===== config.mk =====
export PLATFORM = sky130hd
export DESIGN_NAME = flmgd_ctrl
export DESIGN_NICKNAME = d
export VERILOG_FILES = /design/src/hw/rtl/assert_macros.svh /design/src/hw/rtl/flmgd_pkg.sv /design/src/hw/rtl/flmgd_ctrl.sv
export SDC_FILE = /design/constraint.sdc
export NUM_CORES = 1
export LEC_CHECK = 0
export ABC_CLOCK_PERIOD_IN_PS = 1580
export BUFFER_PORTS_ARGS = -buffer_cell sky130_fd_sc_hd__buf_2
export CAP_MARGIN = 5
export CORE_AREA = 8 8 45 47
export CTS_CLUSTER_SIZE = 8
export DETAILED_ROUTE_END_ITERATION = 7
export DIE_AREA = 0 0 53 55
export PLACE_DENSITY = 0.61
export SLEW_MARGIN = 10
export SYNTH_ARGS = -nofsm -noshare
export SYNTH_HDL_FRONTEND = slang
export SYNTH_SLANG_ARGS = --single-unit
export TNS_END_PERCENT = 100

===== constraint.sdc =====
create_clock -name i_clk -period 1.58 [get_ports i_clk]
set_clock_uncertainty 0.1 [all_clocks]
set_input_delay 0.079 -clock i_clk [delete_from_list [all_inputs] [get_ports i_clk]]
set_output_delay 0.079 -clock i_clk [all_outputs]
set_load 0.01 [all_outputs]

===== src/hw/rtl/assert_macros.svh =====
// Assertion macros used by the datapath module.
`ifndef ASSERT_MACROS_SVH
`define ASSERT_MACROS_SVH

// Antecedent in one cycle implies consequent in the next cycle.
`define AST_NEXT(lbl, clk, rst_n, ante, cons) \
    lbl: assert property (@(posedge clk) disable iff (!rst_n) (ante) |=> (cons)) \
        else $error("assertion failed: next-cycle implication");

// Expression never holds.
`define AST_NEVER(lbl, clk, rst_n, expr) \
    lbl: assert property (@(posedge clk) disable iff (!rst_n) !(expr)) \
        else $error("assertion failed: forbidden condition");

`endif


===== src/hw/rtl/flmgd_pkg.sv =====
// Package: constants, tables and controller/datapath interface types.
`default_nettype none
package flmgd_pkg;
    localparam int MAX_BINS_DEF     = 4096;
    localparam int SAMPLE_BITS_DEF  = 24;
    localparam int CORDIC_STEPS_DEF = 16;

    localparam int IDX_W   = 12;
    localparam int LEVEL_W = 25;
    localparam int GD_W    = 16;
    localparam int OUT_W   = 56;

    localparam int CFG_IDX_W  = 8;
    localparam int CFG_DATA_W = 16;
    localparam logic [CFG_IDX_W-1:0] CFG_USE_LOG   = 8'd0;
    localparam logic [CFG_IDX_W-1:0] CFG_LOG_MUL   = 8'd1;
    localparam logic [CFG_IDX_W-1:0] CFG_LOG_ADD   = 8'd2;
    localparam logic [CFG_IDX_W-1:0] CFG_COMP_DLY  = 8'd3;

    localparam int NORM_W     = 64;
    localparam int NORM_STEPS = 6;
    localparam int FRAC_STEPS = 16;
    localparam int LQ_W       = 22;

    localparam logic [30:0]        LOG10_2_Q32 = 31'd1292913986;
    localparam logic [LEVEL_W-1:0] LOG_OFFSET  = 25'd4932;
    localparam logic [LEVEL_W-1:0] LOG_ZERO    = 25'h1000000;
    localparam logic [LEVEL_W-1:0] LIN_MAX     = 25'hFFFFFF;

    function automatic logic [31:0] atan_angle(input logic [4:0] i);
        case (i)
            5'd0:  atan_angle = 32'd536870912;
            5'd1:  atan_angle = 32'd316933406;
            5'd2:  atan_angle = 32'd167458907;
            5'd3:  atan_angle = 32'd85004756;
            5'd4:  atan_angle = 32'd42667331;
            5'd5:  atan_angle = 32'd21354465;
            5'd6:  atan_angle = 32'd10679838;
            5'd7:  atan_angle = 32'd5340245;
            5'd8:  atan_angle = 32'd2670163;
            5'd9:  atan_angle = 32'd1335087;
            5'd10: atan_angle = 32'd667544;
            5'd11: atan_angle = 32'd333772;
            5'd12: atan_angle = 32'd166886;
            5'd13: atan_angle = 32'd83443;
            5'd14: atan_angle = 32'd41722;
            5'd15: atan_angle = 32'd20861;
            5'd16: atan_angle = 32'd10430;
            5'd17: atan_angle = 32'd5215;
            5'd18: atan_angle = 32'd2608;
            5'd19: atan_angle = 32'd1304;
            5'd20: atan_angle = 32'd652;
            5'd21: atan_angle = 32'd326;
            5'd22: atan_angle = 32'd163;
            5'd23: atan_angle = 32'd81;
            default: atan_angle = 32'd0;
        endcase
    endfunction

    typedef struct packed {
        logic capture;
        logic square;
        logic start;
        logic iter_en;
        logic load_v;
        logic norm_en;
        logic lsq_en;
        logic lconv;
        logic lfin;
        logic load_prior;
        logic load_last;
        logic commit;
    } t_cmd;

    typedef struct packed {
        logic iter_done;
        logic norm_done;
        logic lsq_done;
        logic have_prior;
        logic last;
        logic slot_free;
    } t_status;
endpackage
`default_nettype wire


===== src/hw/rtl/flmgd_ctrl.sv =====
// Controller: sequences the per-bin computation and result transfers.
`default_nettype none
module flmgd_ctrl (
    input  wire logic              i_clk,
    input  wire logic              i_rst_n,
    input  wire logic              i_in_valid,
    output logic                   o_in_ready,
    input  wire flmgd_pkg::t_status i_status,
    output flmgd_pkg::t_cmd        o_cmd
);
    localparam logic [3:0] S_IDLE  = 4'd0;
    localparam logic [3:0] S_SQ    = 4'd1;
    localparam logic [3:0] S_SUM   = 4'd2;
    localparam logic [3:0] S_ITER  = 4'd3;
    localparam logic [3:0] S_LMUL  = 4'd4;
    localparam logic [3:0] S_NORM  = 4'd5;
    localparam logic [3:0] S_LSQ   = 4'd6;
    localparam logic [3:0] S_LCONV = 4'd7;
    localparam logic [3:0] S_LFIN  = 4'd8;
    localparam logic [3:0] S_EMITP = 4'd9;
    localparam logic [3:0] S_EMITL = 4'd10;

    logic [3:0] r_state, n_state;

    assign o_in_ready = (r_state == S_IDLE);

    always_comb begin
        n_state = r_state;
        o_cmd   = '0;
        case (r_state)
            S_IDLE: begin
                if (i_in_valid) begin
                    o_cmd.capture = 1'b1;
                    n_state = S_SQ;
                end
            end
            S_SQ: begin
                o_cmd.square = 1'b1;
                n_state = S_SUM;
            end
            S_SUM: begin
                o_cmd.start = 1'b1;
                n_state = S_ITER;
            end
            S_ITER: begin
                if (i_status.iter_done) n_state = S_LMUL;
                else o_cmd.iter_en = 1'b1;
            end
            S_LMUL: begin
                o_cmd.load_v = 1'b1;
                n_state = S_NORM;
            end
            S_NORM: begin
                if (i_status.norm_done) n_state = S_LSQ;
                else o_cmd.norm_en = 1'b1;
            end
            S_LSQ: begin
                if (i_status.lsq_done) n_state = S_LCONV;
                else o_cmd.lsq_en = 1'b1;
            end
            S_LCONV: begin
                o_cmd.lconv = 1'b1;
                n_state = S_LFIN;
            end
            S_LFIN: begin
                o_cmd.lfin = 1'b1;
                n_state = S_EMITP;
            end
            S_EMITP: begin
                if (!i_status.have_prior || i_status.slot_free) begin
                    o_cmd.load_prior = i_status.have_prior;
                    if (i_status.last) begin
                        n_state = S_EMITL;
                    end else begin
                        o_cmd.commit = 1'b1;
                        n_state = S_IDLE;
                    end
                end
            end
            S_EMITL: begin
                if (i_status.slot_free) begin
                    o_cmd.load_last = 1'b1;
                    o_cmd.commit    = 1'b1;
                    n_state = S_IDLE;
                end
            end
            default: n_state = S_IDLE;
        endcase
    end

    always_ff @(posedge i_clk) begin
        if (!i_rst_n) r_state <= S_IDLE;
        else r_state <= n_state;
    end
endmodule
`default_nettype wire


### Yosys cells after proc, flatten, opt, wreduce, memory -nomap -nowiden

Index checks and enable logic that the tools add are counted.

| storage, ports and cells | value |
|---|---|
| flip-flop bits (word level) | 4 |
| bits in latches | 0 |
| bits in writable memories | 0 |
| memory bits (read-only) | 0 |
| logic and storage cells | 49 |
| memories kept | 0 |

| cells by class | value |
|---|---|
| add/subtract/negate cells | 0 |
| $mul | 0 |
| div/mod/pow operators | 0 |
| order comparisons | 0 |
| equal/unequal tests | 16 |
| shift-type cells | 0 |
| mux-type cells | 28 |
| bitwise logic cells | 0 |
| reduce and logical (&&, ||, !) cells | 4 |

Operator list:

| operator | count |
|---|---|
| 4-bit case mux with 11 select lines | 1 |
| 4-bit two-way mux | 7 |
| 1-bit two-way mux | 18 |
| 4-bit by 3-bit == test with 1-bit output (second input constant) | 4 |
| 4-bit == test (second input constant) | 3 |
| 2-bit != test (second input constant) | 6 |
| 4-bit by 2-bit == test with 1-bit output (second input constant) | 2 |
| 6-bit AND reduction | 1 |
| 4-bit by 1-bit == test with 1-bit output (second input constant) | 1 |
| 4-bit logical NOT | 1 |
| 2-bit two-way mux | 1 |
| 1-bit case mux with 2 select lines | 1 |
| 1-bit logical NOT | 1 |
| 1-bit logical OR | 1 |

### Longest topological paths before layout

| logic depth | value |
|---|---|
| depth in word-level cells | 4 |
| mapped depth | 5 |
| mapped depth without buffers | 4 |

### Least setup slack after synthesis

OpenSTA, ideal clock, no wires.

| timing | value |
|---|---|
| kind | reg2reg |
| from | register r_state[2] |
| to | register r_state[0] |
| setup time | 72 ps |
| arrival | 1305 ps |
| required time | 1408 ps |
| path slack | 103 ps |
| cell stages (with the launch flop) | 5 |
| path buffers | 0 |
| period minus slack after synthesis | 1477 ps |
| cell sequence | dfxtp_1 > or4_4 > o32a_2 > o221ai_2 > mux2i_1 |

| on the way | value |
|---|---|
| cells in the longest elaborated chain, start to end | 3 |
| elaborated cells on any way between the ends | 19 |
| those cells by class | 16 x eq/ne; 1 x mux; 2 x reduce/logical |

RTL lines:

| what | RTL line | text |
|---|---|---|
| start: declaration | flmgd_ctrl.sv:23 | `logic [3:0] r_state, n_state;` |
| start signal: assignment | flmgd_ctrl.sv:93 | `else r_state <= n_state;` |
| 4-bit == test (tied with other cells) | flmgd_ctrl.sv:30 | `case (r_state)` |
| 2-bit != test (no source line) | n/a |  |
| 6-bit AND reduction (no source line) | n/a |  |

Parallel ways exist; a longest one is shown, timed or not.
A chain may end at the register's enable or synchronous reset.

### Worst setup path in the final report

| timing | value |
|---|---|
| from | register r_state[2] |
| to | register r_state[1] |

The elaborated chain is that of the path after synthesis.

==> flow_metrics.env <==
export IMPL_synth_seq_area_share=0.188
export IMPL_post_route_util=0.495
export IMPL_io_pins=22
export IMPL_top_regs="r_state x4"
export IMPL_power_switching_uw=369
export IMPL_syn_nets=65
export IMPL_dieArea_sq_mm=0.00292
export IMPL_p_leak_nw=0.309
export IMPL_layout_cells_non_filler=103
export IMPL_placed_cell_area_sq_um=568
export IMPL_core_sq_mm=0.00138
export IMPL_largest_register_ffs=4
export IMPL_rows=14
export IMPL_worst_setup_path_end_kind="register"
export IMPL_vias_per_cell=5.16
export IMPL_tightest_slew_ns=0.238
export IMPL_wl_per_cell_microns=13.6
export IMPL_crit_arrival_ns=1.61
export IMPL_max_freq_ghz=0.642
export IMPL_top_usage_layer="met2"
export IMPL_start_kind="register"
export IMPL_share_seq_of_total_power=0.199
export IMPL_cts_tree="done"
export IMPL_grt_start_max_net_pins=13
export IMPL_internal_power_uw=548
export IMPL_ir_worst_vdd_mv=0.628
export IMPL_routed_wl_microns=1400
export IMPL_synthesis_area_sq_um=425
export IMPL_min_path_type="in2reg"
export IMPL_grt_pass1_vias=488
export IMPL_grt_first_pass_wirelength_microns=2050
export IMPL_grtUsageTotal=0.0967
export IMPL_finalSetupViolations=0
export IMPL_insertion_delay_ns=0.23
export IMPL_synth_area_leaders="dfxtp_1 (19%), mux2i_1 (7.1%), nor3_1 (7.1%)"
export IMPL_hpwlAfterDp_microns=1000
export IMPL_first_pass_iters=4
export IMPL_syn_inst=56
export IMPL_p_clk_frac=0.137
export IMPL_postCtsHoldBufs=0
export IMPL_drc=0
export IMPL_finalCritPeriodShare=0.986
export IMPL_diodes=0
export IMPL_slew_headroom=0.839
export IMPL_synth_cell_types=28
export IMPL_multi_input_area_sq_um=345
export IMPL_fin_area_sq_um=686
export IMPL_finalHoldViolCount=0
export IMPL_port_buffers=21
export IMPL_cts_buffers=3
export IMPL_placed_cells=94
export IMPL_use_met2=0.162
export IMPL_gp_congestion=0.727
export IMPL_clockRootBuffer="clkbuf_4"
export IMPL_nFillCells=133
export IMPL_gr_usage_met1=0.0973
export IMPL_critPathMaxFanout=2
export IMPL_fin_crit_ns=1.56
export IMPL_ys_warn_count=0
export IMPL_start_util=0.307
export IMPL_area_growth_pct=61.2
export IMPL_total_power_uw=916
export IMPL_p_comb_frac=0.664
export IMPL_drv_cap=0
export IMPL_regArea_sq_um=83.8
export IMPL_slew_viol_final=0
export IMPL_fin_nets=98
export IMPL_htreeDepth=1
export IMPL_postRouteAntennaNets=0
export IMPL_clk_pin_slew_ns=0.04
export IMPL_antenna_found_initial=0
export IMPL_rsz0062_at_grt="true"
export IMPL_vias=531
export IMPL_synth_top_area_frac=0.188
export IMPL_die_h_microns=55
export IMPL_syn_avg_cell_area_sq_um=7.60
export IMPL_clockBufferDepth=2
export IMPL_gr_total_overflow=0
export IMPL_drt_initial_drc_count=6
export IMPL_drive_above_1_share=0.575
export IMPL_die_w_microns=53
export IMPL_regMostFlops="r_state"
export IMPL_clock_sinks=4
export IMPL_yosysTopAreaCell="dfxtp_1"
export IMPL_met3_usage=0.0241
export IMPL_crit_type="reg2reg"
export IMPL_p_per_area_mw_per_mm2=1340
export IMPL_fin_tns_setup_ns=0
export IMPL_status="finished clean"
export IMPL_critPathRequiredTime_ns=1.64
export IMPL_switching_share=0.402
export IMPL_synth_seq_cells=4
critical path: stages (launching register included):
cell and delay (ns):
dfxtp_2 0.31, or4_4 0.53, o32a_2 0.23, o221ai_2 0.09, mux2i_1 0.21
cell families after synthesis:
| family | after synthesis | synth area share |
|---|---|---|
| XOR/XNOR | 1 | 0.0206 |
| buffers and inverters | 6 | 0.0647 |
| AND/OR/NAND/NOR | 32 | 0.450 |
| multiplexers | 3 | 0.0706 |
| AO/OA/AOI/OAI | 10 | 0.206 |
| flip-flops | 4 | 0.188 |
power groups by stage:
| stage | Clock (mW) | Combinational (mW) | Sequential, mW |
|---|---|---|---|
| floorplan | 0 | 0.396 | 0.140 |
| finish | 0.126 | 0.608 | 0.182 |
| detailed placement | 0 | 0.513 | 0.164 |
| CTS | 0.132 | 0.550 | 0.174 |
| global placement | 0 | 0.510 | 0.163 |
| global route | 0.144 | 0.652 | 0.188 |
synthesized netlist by cell type:
cell type and count:
nand2_1 4, nor4b_1 2, and2_1 1, or2_1 1, a21oi_1 2, o221ai_2 1, nand3b_1 2, o21ai_2 1
dfxtp_1 4, mux2i_1 3, nor2b_1 2, nor2_1 5, nand2b_1 2, o32a_1 1, o21ai_1 1, or2b_1 1
nand2b_2 2, xor2_1 1, inv_1 1, o21ai_0 2, buf_2 4, nor4_1 1, nor3_1 6, o22a_4 1
inv_2 1, or4_4 1, nor3b_1 2, o32a_2 1
worst paths after layout:
check | depth (start not counted) | end | slack (ns) | from
max | 4 | r_state[1] | 0.02 | r_state[2]
min | 3 | r_state[0] | 0.05 | i_rst_n
max reg2reg | 4 | r_state[1] | 0.02 | r_state[2]
min reg2reg | 2 | r_state[1] | 0.46 | r_state[1]
routing by layer:
metal  wire length (microns)  vias to the layer above
met1                     573                      245
met5                       0                        -
met2                     690                       16
li1                        -                      268
met4                      31                        0
met3                     103                        2
final cells by class:
class,count,share of cell area
repair buffers,32,0.301
clock buffers,3,0.0328
well taps,16,0.0292
multi-input cells,46,0.504
flip-flops and latches,4,0.122
inverters,2,0.0109
cell usage in the layout (no fill, tap or decap), types with 2 or more instances in the layout:
| cell | instances |
|---|---|
| nor3_1 | 5 |
| clkbuf_4 | 3 |
| a21oi_1 | 2 |
| o21ai_0 | 2 |
| nor2b_1 | 2 |
| nand2_1 | 4 |
| nand3b_1 | 2 |
| nor3b_1 | 2 |
| nor4b_1 | 2 |
| buf_6 | 5 |
| nand2b_4 | 3 |
| buf_4 | 6 |
| buf_2 | 21 |
| nor2_1 | 5 |
| mux2i_1 | 3 |
| dfxtp_2 | 3 |
what timing repair did:
item,4_1_cts,5_1_grt
gates resized for setup,5,8
pin swaps,0,2
setup buffers,1,4
setup endpoints to repair,3,6
cloned,0,1
metrics by stage:
| stage | hold WS [ns] | worst slack (ns) |
|---|---|---|
| after global routing | 0.0372 | -0.0224 |
| final | 0.0527 | 0.0228 |
| after detailed placement | 0.303 | 0.0464 |
| after floorplan | 0.108 | 0.103 |
| after CTS | 0.0491 | 0.00294 |
| after global placement | 0.297 | 0.0667 |
Note: power is estimated with default switching activity, not from simulation.
